===== src/design/sbus_pkg.sv =====
// shared constants, codes and types of the frame decoder
package sbus_pkg;

    localparam int FRAME_BYTES   = 25;
    localparam int CHANNELS      = 16;
    localparam int CHAN_BITS     = 11;
    localparam int PAYLOAD_BYTES = FRAME_BYTES - 2;
    localparam int CHAN_BYTES    = PAYLOAD_BYTES - 1;
    localparam int FLAG_POS      = CHAN_BYTES;
    localparam int POS_W         = 5;
    localparam int CHIDX_W       = $clog2(CHANNELS);
    localparam int JOB_DEPTH     = 2;
    localparam int CFG_IDX_W     = 8;
    localparam int CFG_DATA_W    = 16;

    // register indexes
    localparam logic [CFG_IDX_W-1:0] CFG_HEADER  = 8'd0;
    localparam logic [CFG_IDX_W-1:0] CFG_FOOTER  = 8'd1;
    localparam logic [CFG_IDX_W-1:0] CFG_NEUTRAL = 8'd2;
    localparam logic [CFG_IDX_W-1:0] CFG_GAIN    = 8'd3;

    localparam logic [7:0]  HEADER_RST  = 8'd15;
    localparam logic [7:0]  FOOTER_RST  = 8'd0;
    localparam logic [10:0] NEUTRAL_RST = 11'd992;
    localparam logic [15:0] GAIN_RST    = 16'd7993;

    // flag byte bits
    localparam int FLAG_D1   = 0;
    localparam int FLAG_D2   = 1;
    localparam int FLAG_LOST = 2;
    localparam int FLAG_FS   = 3;

    typedef struct packed {
        logic [7:0] header_value;
        logic [7:0] footer_value;
    } sbus_sync_cfg_t;

    typedef struct packed {
        logic [10:0] neutral_offset;
        logic [15:0] gain_q16;
    } sbus_scale_cfg_t;

    typedef struct packed {
        logic [CHAN_BYTES-1:0][7:0] chan_bytes;
        logic [3:0]                 flags;
        logic [31:0]                count;
    } sbus_job_t;

endpackage


===== src/design/sbus_intf.sv =====
// channel interfaces: received bytes, decoded results, register writes
interface sbus_byte_if;
    logic       valid;
    logic       ready;
    logic [7:0] rx_byte;

    modport source (output valid, output rx_byte, input ready);
    modport sink (input valid, input rx_byte, output ready);
endinterface

interface sbus_result_if;
    logic              valid;
    logic              ready;
    logic [3:0]        channel_index;
    logic signed [7:0] channel_value;
    logic              channel_valid;
    logic              digital_one;
    logic              digital_two;
    logic              frame_lost;
    logic              failsafe;
    logic [31:0]       frame_count;
    logic              last;

    modport source (output valid, output channel_index, output channel_value,
                    output channel_valid, output digital_one, output digital_two,
                    output frame_lost, output failsafe, output frame_count,
                    output last, input ready);
    modport sink (input valid, input channel_index, input channel_value,
                  input channel_valid, input digital_one, input digital_two,
                  input frame_lost, input failsafe, input frame_count,
                  input last, output ready);
endinterface

interface sbus_cfg_if;
    logic        valid;
    logic        ready;
    logic [7:0]  index;
    logic [15:0] data;

    modport source (output valid, output index, output data, input ready);
    modport sink (input valid, input index, input data, output ready);
endinterface


===== src/design/sbus_frame_decoder_top.sv =====
// top level of the serial frame decoder: config registers, front, job queue, back
// Accepts one received byte per cycle on rx and delivers decoded results on res.
// The front end tracks sync (hunt for header, collect 23 bytes, check footer) and
// takes a byte every cycle; on a good footer it pushes the captured frame into a
// two-frame job queue. The back end unpacks one 11-bit channel per cycle unless res stalls,
// scales it through a single 11x16 multiplier and saturates it into the output register,
// so a good frame gives 16 results, or one flags-only result when the
// frame-lost flag is set. rx stalls only on the footer byte while the job queue is
// full. No clearing pass after reset. Registers are written on cfg whenever its
// valid is high (ready stays high); indexes 0..3 are header, footer, neutral offset
// and gain, other indexes are ignored.
module sbus_frame_decoder_top
    import sbus_pkg::*;
(
    input  logic          clk,
    input  logic          rst_n,
    sbus_byte_if.sink     rx,
    sbus_result_if.source res,
    sbus_cfg_if.sink      cfg
);

    logic [7:0]      header_reg;
    logic [7:0]      footer_reg;
    logic [10:0]     neutral_reg;
    logic [15:0]     gain_reg;

    sbus_sync_cfg_t  sync_cfg;
    sbus_scale_cfg_t scale_cfg;
    sbus_job_t       push_job, head_job;
    logic            job_push, job_full, job_pop, job_avail;

    // config port never stalls
    assign cfg.ready = 1'b1;

    always_ff @(posedge clk or negedge rst_n)
    begin
        if (!rst_n)
        begin
            header_reg  <= HEADER_RST;
            footer_reg  <= FOOTER_RST;
            neutral_reg <= NEUTRAL_RST;
            gain_reg    <= GAIN_RST;
        end
        else if (cfg.valid)
        begin
            unique case (cfg.index)
                CFG_HEADER:  header_reg  <= cfg.data[7:0];
                CFG_FOOTER:  footer_reg  <= cfg.data[7:0];
                CFG_NEUTRAL: neutral_reg <= cfg.data[10:0];
                CFG_GAIN:    gain_reg    <= cfg.data;
                default:     ;
            endcase
        end
    end

    assign sync_cfg.header_value    = header_reg;
    assign sync_cfg.footer_value    = footer_reg;
    assign scale_cfg.neutral_offset = neutral_reg;
    assign scale_cfg.gain_q16       = gain_reg;

    // sync and capture
    sbus_front u_front (
        .clk      (clk),
        .rst_n    (rst_n),
        .rx       (rx),
        .sync_cfg (sync_cfg),
        .job_full (job_full),
        .job_push (job_push),
        .job      (push_job)
    );

    // decouples byte intake from result drain
    sbus_job_fifo u_fifo (
        .clk      (clk),
        .rst_n    (rst_n),
        .push     (job_push),
        .push_job (push_job),
        .full     (job_full),
        .pop      (job_pop),
        .avail    (job_avail),
        .head     (head_job)
    );

    // unpack, scale, output register
    sbus_back u_back (
        .clk       (clk),
        .rst_n     (rst_n),
        .scale_cfg (scale_cfg),
        .job_avail (job_avail),
        .job       (head_job),
        .job_pop   (job_pop),
        .res       (res)
    );

endmodule


===== src/design/sbus_front.sv =====
// byte-level sync and frame capture, pushes good frames to the job queue
module sbus_front
    import sbus_pkg::*;
(
    input  logic           clk,
    input  logic           rst_n,
    sbus_byte_if.sink      rx,
    input  sbus_sync_cfg_t sync_cfg,
    input  logic           job_full,
    output logic           job_push,
    output sbus_job_t      job
);

    localparam logic [1:0] PH_HUNT    = 2'd0;
    localparam logic [1:0] PH_COLLECT = 2'd1;
    localparam logic [1:0] PH_FOOTER  = 2'd2;

    localparam logic [POS_W-1:0] POS_LAST = POS_W'(PAYLOAD_BYTES);

    logic [1:0]       phase_reg, phase_next;
    logic [POS_W-1:0] pos_reg, pos_next;
    logic [7:0]       last_footer_reg, last_footer_next;
    logic [31:0]      frames_reg, frames_next;
    logic [7:0]       store_reg [PAYLOAD_BYTES];
    logic             accept;
    logic [POS_W-1:0] wr_idx;

    assign rx.ready = !((phase_reg == PH_FOOTER) && job_full);
    assign accept   = rx.valid && rx.ready;
    assign wr_idx   = pos_reg - POS_W'(1);

    always_comb
    begin
        phase_next       = phase_reg;
        pos_next         = pos_reg;
        last_footer_next = last_footer_reg;
        frames_next      = frames_reg;
        job_push         = 1'b0;
        if (accept)
        begin
            unique case (phase_reg)
                PH_HUNT:
                begin
                    if ((rx.rx_byte == sync_cfg.header_value) &&
                        (last_footer_reg == sync_cfg.footer_value))
                    begin
                        phase_next = PH_COLLECT;
                        pos_next   = POS_W'(1);
                    end
                    else
                    begin
                        pos_next = '0;
                    end
                end
                PH_COLLECT:
                begin
                    pos_next = pos_reg + POS_W'(1);
                    if (pos_reg == POS_LAST)
                        phase_next = PH_FOOTER;
                end
                PH_FOOTER:
                begin
                    phase_next = PH_HUNT;
                    pos_next   = '0;
                    if (rx.rx_byte == sync_cfg.footer_value)
                    begin
                        last_footer_next = rx.rx_byte;
                        frames_next      = frames_reg + 32'd1;
                        job_push         = 1'b1;
                    end
                end
                default:
                begin
                    phase_next = PH_HUNT;
                    pos_next   = '0;
                end
            endcase
        end
    end

    always_comb
    begin
        for (int i = 0; i < CHAN_BYTES; i++)
            job.chan_bytes[i] = store_reg[i];
        job.flags = store_reg[FLAG_POS][3:0];
        job.count = frames_next;
    end

    always_ff @(posedge clk or negedge rst_n)
    begin
        if (!rst_n)
        begin
            phase_reg       <= PH_HUNT;
            pos_reg         <= '0;
            last_footer_reg <= '0;
            frames_reg      <= '0;
        end
        else
        begin
            phase_reg       <= phase_next;
            pos_reg         <= pos_next;
            last_footer_reg <= last_footer_next;
            frames_reg      <= frames_next;
        end
    end

    always_ff @(posedge clk)
    begin
        if (accept && (phase_reg == PH_COLLECT))
            store_reg[wr_idx] <= rx.rx_byte;
    end

    // collect phase always points at a payload slot
    a_pos_range: assert property (@(posedge clk) disable iff (!rst_n)
        (phase_reg == PH_COLLECT) |-> ((pos_reg != '0) && (pos_reg <= POS_LAST)))
        else $error("byte position out of range while collecting");

endmodule


===== src/design/sbus_job_fifo.sv =====
// short queue of captured frames between front and back
module sbus_job_fifo
    import sbus_pkg::*;
(
    input  logic      clk,
    input  logic      rst_n,
    input  logic      push,
    input  sbus_job_t push_job,
    output logic      full,
    input  logic      pop,
    output logic      avail,
    output sbus_job_t head
);

    localparam int PTR_W = $clog2(JOB_DEPTH);
    localparam int CNT_W = $clog2(JOB_DEPTH + 1);

    sbus_job_t        mem_reg [JOB_DEPTH];
    logic [PTR_W-1:0] wr_ptr_reg, rd_ptr_reg;
    logic [CNT_W-1:0] count_reg;
    logic             do_push, do_pop;

    assign full    = (count_reg == CNT_W'(JOB_DEPTH));
    assign avail   = (count_reg != '0);
    assign do_push = push && !full;
    assign do_pop  = pop && avail;
    assign head    = mem_reg[rd_ptr_reg];

    always_ff @(posedge clk or negedge rst_n)
    begin
        if (!rst_n)
        begin
            wr_ptr_reg <= '0;
            rd_ptr_reg <= '0;
            count_reg  <= '0;
        end
        else
        begin
            if (do_push)
                wr_ptr_reg <= (wr_ptr_reg == PTR_W'(JOB_DEPTH - 1)) ? '0 : wr_ptr_reg + PTR_W'(1);
            if (do_pop)
                rd_ptr_reg <= (rd_ptr_reg == PTR_W'(JOB_DEPTH - 1)) ? '0 : rd_ptr_reg + PTR_W'(1);
            if (do_push && !do_pop)
                count_reg <= count_reg + CNT_W'(1);
            else if (do_pop && !do_push)
                count_reg <= count_reg - CNT_W'(1);
        end
    end

    always_ff @(posedge clk)
    begin
        if (do_push)
            mem_reg[wr_ptr_reg] <= push_job;
    end

    a_no_overflow: assert property (@(posedge clk) disable iff (!rst_n)
        push |-> !full)
        else $error("frame pushed into a full queue");

endmodule


===== src/design/sbus_back.sv =====
// channel unpack, scale and saturate, one result per cycle into the output register unless res stalls
module sbus_back
    import sbus_pkg::*;
(
    input  logic            clk,
    input  logic            rst_n,
    input  sbus_scale_cfg_t scale_cfg,
    input  logic            job_avail,
    input  sbus_job_t       job,
    output logic            job_pop,
    sbus_result_if.source   res
);

    logic [CHIDX_W-1:0] k_reg, k_next;
    logic               out_valid_reg, out_valid_next;
    logic [CHIDX_W-1:0] idx_reg;
    logic [7:0]         value_reg;
    logic               chv_reg, d1_reg, d2_reg, lost_reg, fs_reg, last_reg;
    logic [31:0]        count_reg;

    logic               load, lost, is_last;
    logic [7:0]         base;
    logic [CHAN_BYTES*8-1:0] chan_flat;
    logic [CHAN_BITS-1:0] raw, mag, q;
    logic signed [CHAN_BITS:0] diff;
    logic [CHAN_BITS+15:0] prod;
    logic [7:0]         sat;

    assign lost    = job.flags[FLAG_LOST];
    assign is_last = lost || (k_reg == CHIDX_W'(CHANNELS - 1));
    assign load    = job_avail && (!out_valid_reg || res.ready);
    assign job_pop = load && is_last;

    // bit offset 11*k into the channel bytes
    always_comb
    begin
        chan_flat = job.chan_bytes;
        base = {1'b0, k_reg, 3'b000} + {3'b000, k_reg, 1'b0} + {4'b0000, k_reg};
        raw  = chan_flat[base +: CHAN_BITS];
        diff = $signed({1'b0, raw}) - $signed({1'b0, scale_cfg.neutral_offset});
        mag  = diff[CHAN_BITS] ? CHAN_BITS'(-diff) : diff[CHAN_BITS-1:0];
        prod = mag * scale_cfg.gain_q16;
        q    = prod[CHAN_BITS+15:16];
        if (diff[CHAN_BITS])
            sat = (q >= CHAN_BITS'(128)) ? 8'h80 : 8'(~q[7:0] + 8'd1);
        else
            sat = (q > CHAN_BITS'(127)) ? 8'h7f : q[7:0];
    end

    always_comb
    begin
        k_next         = k_reg;
        out_valid_next = out_valid_reg;
        if (load)
        begin
            out_valid_next = 1'b1;
            k_next         = is_last ? '0 : k_reg + CHIDX_W'(1);
        end
        else if (res.ready)
        begin
            out_valid_next = 1'b0;
        end
    end

    always_ff @(posedge clk or negedge rst_n)
    begin
        if (!rst_n)
        begin
            k_reg         <= '0;
            out_valid_reg <= 1'b0;
        end
        else
        begin
            k_reg         <= k_next;
            out_valid_reg <= out_valid_next;
        end
    end

    always_ff @(posedge clk)
    begin
        if (load)
        begin
            idx_reg   <= lost ? '0 : k_reg;
            value_reg <= lost ? 8'h00 : sat;
            chv_reg   <= !lost;
            d1_reg    <= lost ? 1'b0 : job.flags[FLAG_D1];
            d2_reg    <= lost ? 1'b0 : job.flags[FLAG_D2];
            lost_reg  <= lost;
            fs_reg    <= job.flags[FLAG_FS];
            count_reg <= job.count;
            last_reg  <= is_last;
        end
    end

    assign res.valid         = out_valid_reg;
    assign res.channel_index = idx_reg;
    assign res.channel_value = $signed(value_reg);
    assign res.channel_valid = chv_reg;
    assign res.digital_one   = d1_reg;
    assign res.digital_two   = d2_reg;
    assign res.frame_lost    = lost_reg;
    assign res.failsafe      = fs_reg;
    assign res.frame_count   = count_reg;
    assign res.last          = last_reg;

    // a frame part way through unpacking stays at the queue head
    a_job_held: assert property (@(posedge clk) disable iff (!rst_n)
        (k_reg != '0) |-> job_avail)
        else $error("channel counter running without a frame");

    a_flags_only_last: assert property (@(posedge clk) disable iff (!rst_n)
        (res.valid && !res.channel_valid) |-> (res.last && res.frame_lost))
        else $error("flags-only result not marked last");

endmodule

===== src/flat_wrapper.sv =====
// flat-port wrapper written by rule: the top's interface ports become plain ports
module sbus_frame_decoder_top_flat import sbus_pkg::*;
  (clk, rst_n, rx_valid, rx_rx_byte, rx_ready, res_valid, res_channel_index, res_channel_value, res_channel_valid, res_digital_one, res_digital_two, res_frame_lost, res_failsafe, res_frame_count, res_last, res_ready, cfg_valid, cfg_index, cfg_data, cfg_ready);
  sbus_byte_if rx_i ();
  sbus_result_if res_i ();
  sbus_cfg_if cfg_i ();
  input  logic clk;
  input  logic rst_n;
  input wire logic [$bits(rx_i.valid)-1:0] rx_valid;
  input wire logic [$bits(rx_i.rx_byte)-1:0] rx_rx_byte;
  output wire logic [$bits(rx_i.ready)-1:0] rx_ready;
  output wire logic [$bits(res_i.valid)-1:0] res_valid;
  output wire logic [$bits(res_i.channel_index)-1:0] res_channel_index;
  output wire logic [$bits(res_i.channel_value)-1:0] res_channel_value;
  output wire logic [$bits(res_i.channel_valid)-1:0] res_channel_valid;
  output wire logic [$bits(res_i.digital_one)-1:0] res_digital_one;
  output wire logic [$bits(res_i.digital_two)-1:0] res_digital_two;
  output wire logic [$bits(res_i.frame_lost)-1:0] res_frame_lost;
  output wire logic [$bits(res_i.failsafe)-1:0] res_failsafe;
  output wire logic [$bits(res_i.frame_count)-1:0] res_frame_count;
  output wire logic [$bits(res_i.last)-1:0] res_last;
  input wire logic [$bits(res_i.ready)-1:0] res_ready;
  input wire logic [$bits(cfg_i.valid)-1:0] cfg_valid;
  input wire logic [$bits(cfg_i.index)-1:0] cfg_index;
  input wire logic [$bits(cfg_i.data)-1:0] cfg_data;
  output wire logic [$bits(cfg_i.ready)-1:0] cfg_ready;
  assign rx_i.valid = rx_valid;
  assign rx_i.rx_byte = rx_rx_byte;
  assign rx_ready = rx_i.ready;
  assign res_valid = res_i.valid;
  assign res_channel_index = res_i.channel_index;
  assign res_channel_value = res_i.channel_value;
  assign res_channel_valid = res_i.channel_valid;
  assign res_digital_one = res_i.digital_one;
  assign res_digital_two = res_i.digital_two;
  assign res_frame_lost = res_i.frame_lost;
  assign res_failsafe = res_i.failsafe;
  assign res_frame_count = res_i.frame_count;
  assign res_last = res_i.last;
  assign res_i.ready = res_ready;
  assign cfg_i.valid = cfg_valid;
  assign cfg_i.index = cfg_index;
  assign cfg_i.data = cfg_data;
  assign cfg_ready = cfg_i.ready;
  sbus_frame_decoder_top u_core (.clk(clk), .rst_n(rst_n), .rx(rx_i), .res(res_i), .cfg(cfg_i));
endmodule

===== config.mk =====
export PLATFORM = sky130hd
export DESIGN_NAME = sbus_frame_decoder_top_flat
export DESIGN_NICKNAME = d
export VERILOG_FILES = /design/src/design/sbus_pkg.sv /design/src/design/sbus_intf.sv /design/src/design/sbus_frame_decoder_top.sv /design/src/design/sbus_front.sv /design/src/design/sbus_job_fifo.sv /design/src/design/sbus_back.sv /design/src/flat_wrapper.sv
export SDC_FILE = /design/constraint.sdc
export NUM_CORES = 1
export LEC_CHECK = 0
export BUFFER_PORTS_ARGS = -buffer_cell sky130_fd_sc_hd__buf_4
export CAP_MARGIN = 20
export CORE_MARGIN = 2
export CORE_UTILIZATION = 35
export CTS_CLUSTER_DIAMETER = 30
export CTS_CLUSTER_SIZE = 25
export DETAILED_ROUTE_END_ITERATION = 8
export HOLD_SLACK_MARGIN = 0.1
export PLACE_DENSITY = 0.57
export RECOVER_POWER = 25
export SYNTH_ARGS = -nofsm -noshare
export SYNTH_HDL_FRONTEND = slang
export SYNTH_SLANG_ARGS = --single-unit

===== constraint.sdc =====
create_clock -name clk -period 64 [get_ports clk]
set_clock_uncertainty 0.05 [all_clocks]
set_input_delay 6.4 -clock clk [delete_from_list [all_inputs] [get_ports clk]]
set_output_delay 6.4 -clock clk [all_outputs]
set_load 0.05 [all_outputs]

==> qor.txt, run 1 <==
Status: complete, but fails checks
Failing checks: capacitance limit, slew limit
Worst-path clk slew: 0.05 ns
Reg2Reg Capture Point: u_core.u_back.res.channel_value[5]
Port buffer count: 88
Max VDD drop: 0.0268 mV
Core area: 117000 sq um
Most common cell after layout, fill and taps aside: edfxtp_1
DRT Pass-1 Iters: 6
EDFF count, synth: 654
Setup tns final: 0 ns
Fin util: 42.1%
Slew Limit Fails: 38
Post-detailed-routing wire length: 105000 um
Area contributors post-synth: edfxtp_1, mux4_2, fa_1
GRT Overall Usage: 17.6%
Initial antenna violation count: 2
Clock Latency Late Sink: 0.76 ns
# rows: 125
Final min period: 15.02 ns
Num CTS Buffers: 153
CTS Root Cell: clkbuf_16
First-pass GRT wire length: 162000 um
FFs w/ async S/R, synth: 13.1%
Cts-stage hold buffer count: 0
Bufs on Longest Clock Path: 3
Initial Util: 35.4%
Cell mode on critical path: fa_1
Setup crit end kind: flip-flop
CP max-delay cell: dfrtp_1
Ant diodes: 0
R2R Setup Slk: 48.98 ns
Total vias in the final route: 25.4k
Ys flop type: edfxtp_1
Pin count of the biggest net entering global routing: 148
Mapped Nets: 3239
Mux cell area share after synthesis: 17.8%
Hold Vio Cnt, Final: 0
Compound-Gate Fraction of Synth Area: 5.46%
Seq/Total Area, Yosys: 53.7%
Worst R2R Path Depth: 45
CTS tree: yes
Startpoint Class: flip-flop
Synth area leader: edfxtp_1
Synth cell types: 85
P per Cell Area: 28.9 nW/um^2
Layout cells sized above 1: 22.8%
Setup repair after global routing missed its margin: false
Synth warn: 0
Die Y-Extent: 347 um
Critical path class: reg -> reg
Min-delay worst type: reg -> reg
Post-CTS Setup Repair Bufs: 0
Area grow syn2layout: 19.0%
Worst path max stage delay: 1.59 ns
GR Overflow Total: 0
Drt initial violations: 2391
XOR/XNOR Fraction of Synth Area: 2.04%
H-Tree Depth: 4
Post-route ant nets: 0
Worst path arrival time: 15.41 ns
Pleak: 17.9 nW
IO Count: 90
Crit-path max FO: 47
Vias per inst: 5.34
Final setup violation count: 0
Netlist Area Pre-Place: 41200 sq um
Final Wtd Congestion: 0.833
Residual DRC: 0
Syn Area/Cell: 13.8 sq um
Gate Count Post-Synth: 2984
Post-route clock period utilization: 23.5%
Top cell type's share of synthesized area: 47.7%
Die Wd: 347 um
Number of max-cap violations: 1
Synth Area in Simple Gates: 8.65%
Number of global-route vias before repair: 26.3k
Largest family of logic cells by synthesized area: multiplexers
DP Cell Count: 4467
Post-synthesis adder-cell area fraction: 8.94%
Number of synthesized register bits: 753
Routed len/inst: 22.1 um
RR Startpoint: u_core.u_fifo.rd_ptr_reg
PostCTS Resize Cnt: 0
Clk sinks: 753
Most frequent cells in the layout: edfxtp_1, nand2_1, mux4_2, inv_1, clkbuf_16
F_max: 0.0666 GHz
Crit path from: u_core.u_fifo.rd_ptr_reg
Finished Layout Cells: 4751
Worst Setup EP: u_core.u_back.res.channel_value[5]
Slew HR: -24.5%
DIE AREA: 120000 sq um
Worst EP required: 64.38 ns
Nets@finish: 3355
Max reg flops: 424
Post-detail-place hpwl: 69700 um
Tot Pwr: 1.41 mW
Worst Tran Pin Value: 1.87 ns
report_power, final:
part | total [mW] | switching (mW) | internal, mW
sequential | 0.536 | 0.00341 | 0.532
combinational | 0.0665 | 0.0429 | 0.0235
clock | 0.813 | 0.271 | 0.542
total | 1.41 | 0.317 | 1.10
logic make-up after synthesis:
kind of cell    Yosys count
compound gates          345
xor+xnor                 96
fa+ha+maj               218
buf+inv                 355
flops                   753
mux                     452
other cells               1
simple gates            764
metrics by stage:
step,instance area [sq um],worst slack [ns],hold slack [ns]
after floorplan,41200,35.45,0.371
after global placement,43500,49.49,0.372
after detailed placement,43600,49.50,0.379
after CTS,49000,49.44,0.375
after global routing,49000,47.80,0.382
final,49000,48.98,0.371
layout make-up:
class                      count  area, sq um
clock buffer                 181         4010
clock inverter               101         1420
inverter                     185          701
tap                         1524         1910
fill                       10500        67500
sequential                   753        22100
multi-input combinational   1876        17800
timing repair buffer         131         1030
worst max-delay path, delay by kind of cell, from the launching register on:
kind                       cells  cell delay, ns
adders and majority gates      9            3.72
muxes                          3            1.00
xor gates and xnor gates       2            0.89
buffers and inverters          7            1.86
and+or+nand+nor               11            2.12
DFF                            1            1.59
AOI/OAI and AO/OA             13            3.38
synthesized netlist by cell type (all sizes together), types with 18 or more instances:
master,n
dfrtp,81
xnor2,66
edfxtp,654
nand3,31
inv,184
nand2b,24
buf,52
dfstp,18
a31oi,22
nand4,20
mux2,99
and2,63
nand2,359
xor2,30
mux2i,138
o21ai,86
clkbuf,118
nor2,127
a21oi,91
nor3,27
a211oi,26
ha,91
mux4,215
nor2b,57
fa,127
worst min-delay path by stage:
stage / start / endpoint / depth (start not counted)
2_1_floorplan: u_core.u_front.store_reg[8][0] / u_core.u_fifo.mem_reg[0][100] / 0
3_3_place_gp: u_core.u_front.store_reg[2][0] / u_core.u_fifo.mem_reg[0][52] / 0
3_5_place_dp: u_core.u_front.store_reg[20][1] / u_core.u_fifo.mem_reg[0][197] / 0
4_1_cts: u_core.u_front.store_reg[9][4] / u_core.u_fifo.mem_reg[1][112] / 0
5_1_grt: u_core.u_front.store_reg[0][4] / u_core.u_fifo.mem_reg[0][40] / 0
6_report: u_core.u_front.store_reg[0][4] / u_core.u_fifo.mem_reg[0][40] / 0
layer usage:
metal	track usage, %	vias up	routed length (um)
met5	0	-	0
met1	23.7	13000	45700
li1	-	11400	-
met3	2.97	174	5280
met2	28.7	742	51300
met4	6.26	0	2770
Power figures use the tool's default switching activity.
==> run 2: changes to the inputs <==
--- a/config.mk
+++ b/config.mk
@@ -5,6 +5,7 @@
 export SDC_FILE = /design/constraint.sdc
 export NUM_CORES = 1
 export LEC_CHECK = 0
+export ABC_AREA = 1
 export BUFFER_PORTS_ARGS = -buffer_cell sky130_fd_sc_hd__buf_4
 export CAP_MARGIN = 20
 export CORE_MARGIN = 2
@@ -13,7 +14,7 @@
 export CTS_CLUSTER_SIZE = 25
 export DETAILED_ROUTE_END_ITERATION = 8
 export HOLD_SLACK_MARGIN = 0.1
-export PLACE_DENSITY = 0.57
+export PLACE_DENSITY = 0.58
 export RECOVER_POWER = 25
 export SYNTH_ARGS = -nofsm -noshare
 export SYNTH_HDL_FRONTEND = slang
==> constraint.sdc (replaced) <==
create_clock -name clk -period 13.8 [get_ports clk]
set_clock_uncertainty 0.05 [all_clocks]
set_input_delay 1.38 -clock clk [delete_from_list [all_inputs] [get_ports clk]]
set_output_delay 1.38 -clock clk [all_outputs]
set_load 0.05 [all_outputs]
==> qor.txt, run 2 <==
Number of synthesized register bits: 753 (unchanged)
Number of max-cap violations: 1 (unchanged)
Residual DRC: 0 (unchanged)
Ys flop type: edfxtp_1
Nets@finish: 4689 (+40%)
Ant diodes: 0 (unchanged)
EDFF count, synth: 654 (unchanged)
Fill count: 11.4k (+8.2%)
Post-CTS Setup Repair Bufs: 0 (unchanged)
Num CTS Buffers: 161 (+5.2%)
Final Wtd Congestion: 0.906 (+8.8%)
Post-route ant nets: 0 (unchanged)
Area contributors post-synth: edfxtp_1, nand2_1, fa_1
Reg area: 22100 sq um (about the same)
GRT Overall Usage: 19.1% (+1.5 points)
Hold Path Stages: 0 (unchanged)
DIE AREA: 121000 sq um (+0.29%)
Routed len/inst: 19.0 um (-14%)
Netlist Area Pre-Place: 41300 sq um (+0.29%)
Drt initial violations: 2601 (+8.8%)
Failing checks: capacitance limit, slew limit
Synth area leader: edfxtp_1
Vias per inst: 5.05 (-5.3%)
Die Y-Extent: 348 um (+0.14%)
Top cell type's share of synthesized area: 47.5% (-0.14 points)
Max reg flops: 424 (unchanged)
Cts-stage hold buffer count: 0 (unchanged)
Critical path class: reg -> reg
CP Depth: 47 (+4.4%)
Port buffer count: 88 (unchanged)
Layout cells sized above 1: 10.6% (-12 points)
H-Tree Depth: 4 (unchanged)
Post-detailed-routing wire length: 116000 um (+10%)
Min-delay worst type: reg -> reg
Bufs on Longest Clock Path: 3 (unchanged)
Setup repair after global routing missed its margin: false
Setup tns final: 0 ns (unchanged)
GR Overflow Total: 0 (unchanged)
Synth warn: 0 (unchanged)
Startpoint Class: flip-flop
Mapped Nets: 4619 (+43%)
DRT Pass-1 Iters: 6 (unchanged)
Synth cell types: 63 (-26%)
Setup crit end kind: flip-flop
FFs w/ async S/R, synth: 13.1% (unchanged)
Post-route clock period utilization: 84.1% (+61 points)
Worst Tran Pin Value: 2.48 ns (+0.616 ns)
Worst Path Buf+Inv: 8 (+1)
Core area: 118000 sq um (+0.94%)
Gate Count Post-Synth: 4364 (+46%)
Seq/Total Area, Yosys: 53.6% (-0.15 points)
First-pass GRT wire length: 179000 um (+10%)
Clock Latency Late Sink: 0.77 ns (about the same)
Slew Limit Fails: 35 (-7.9%)
Initial Util: 35.1% (-0.23 points)
CTS tree: yes
Most common cell after layout, fill and taps aside: nand2_1
F_max: 0.0862 GHz (+29%)
Post-detail-place hpwl: 77600 um (+11%)
Number of global-route vias before repair: 30.4k (+15%)
Worst R2R Path Depth: 47 (+4.4%)
Crit-path max FO: 89 (+89%)
Worst EP required: 14.21 ns (-50.17 ns)
Commonest cells post-synth: nand2_1, edfxtp_1, o21ai_0
Worst path max stage delay: 0.78 ns (-0.81 ns)
Die Wd: 348 um (+0.14%)
IO Count: 90 (unchanged)
Status: complete, but fails checks
Area grow syn2layout: 18.9% (about the same)
CP delay by family, top: adder cells
Worst-path clk slew: 0.04 ns (about the same)
Hold Vio Cnt, Final: 0 (unchanged)
Most frequent cells in the layout: nand2_1, edfxtp_1, o21ai_0, inv_1, nand3_1
Cell mode on critical path: fa_1
PostCTS Resize Cnt: 0 (unchanged)
Syn Area/Cell: 9.47 sq um (-31%)
Final setup violation count: 0 (unchanged)
CTS Root Cell: clkbuf_16
Worst path arrival time: 12.02 ns (-3.39 ns)
Initial antenna violation count: 0 (-2)
Most frequent cell after synthesis: nand2_1
CP max-delay cell: buf_4
# rows: 126 (+0.80%)
Total vias in the final route: 30.9k (+22%)
Slew HR: -65.6% (-41 points)
Final min period: 11.61 ns (-3.42 ns)
Area of the multi-input gates: 16900 sq um (-5.4%)
Clk sinks: 753 (unchanged)
Pin count of the biggest net entering global routing: 144 (-2.7%)
run 2: worst paths after layout:
| kind | from | end | slack, ns |
|---|---|---|---|
| max in group asynchronous | rst_n | u_core.u_fifo.rd_ptr_reg | 10.31 |
| min reg2reg | u_core.u_front.store_reg[0][6] | u_core.u_fifo.mem_reg[0][42] | 0.37 |
| min | u_core.u_front.store_reg[0][6] | u_core.u_fifo.mem_reg[0][42] | 0.37 |
| max | u_core.u_back.k_reg[0] | u_core.u_back.res.channel_value[1] | 2.19 |
| min in group asynchronous | rst_n | u_core.u_front.frames_reg[30] | 1.34 |
| max reg2reg | u_core.u_back.k_reg[0] | u_core.u_back.res.channel_value[1] | 2.19 |
run 2: logic make-up (layout without fill, tap and decap cells):
| logic type | Yosys count | after routing | share of synthesized area, % |
|---|---|---|---|
| other | 1 | 1 | 0.00908 |
| adders and majority gates | 218 | 218 | 8.91 |
| xor gates and xnor gates | 77 | 77 | 1.65 |
| DFF | 753 | 753 | 53.6 |
| and+or+nand+nor | 1892 | 1892 | 18.6 |
| muxes | 53 | 53 | 1.30 |
| buffers and inverters | 609 | 816 | 5.72 |
| AOI/OAI and AO/OA | 761 | 761 | 10.2 |
run 2: metal layers:
layer,wire (um),global-route usage (%)
met5,0,0
met4,3210,6.56
met3,5610,3.23
met2,54800,31.0
met1,52300,25.8
run 2: final cells by class:
type	instances	share of cell area, %
Tap cell	1536	3.91
Sequential cell	753	45.1
Inverter	384	2.96
Clock inverter	114	3.15
Multi-Input combinational cell	3002	34.3
Timing Repair Buffer	132	2.16
Clock buffer	186	8.43
run 2: metrics by stage:
stage | instance area, sq um | std cells | util [%] | hold WS [ns] | worst slack, ns
after CTS | 49100 | 6107 | 41.8 | 0.363 | 2.22
after global routing | 49100 | 6107 | 41.8 | 0.385 | 1.25
final | 49100 | 6107 | 41.8 | 0.368 | 2.19
after global placement | 43400 | 5806 | 36.9 | 0.371 | 2.34
after detailed placement | 43400 | 5807 | 36.9 | 0.379 | 2.23
after floorplan | 41300 | 4364 | - | 0.371 | 1.83
run 2: worst reg2reg max path, delay by kind of cell, from the launching register on:
| kind | cells | cell delay [ns] |
|---|---|---|
| compound gates | 14 | 2.27 |
| flops | 1 | 0.46 |
| xor+xnor | 1 | 0.27 |
| fa+ha+maj | 8 | 3.68 |
| buf+inv | 8 | 2.06 |
| simple gates | 16 | 2.53 |
Power of run 2 is not shown: default switching activity piles up to over one toggle a cycle in this logic, so the estimate is an artifact.
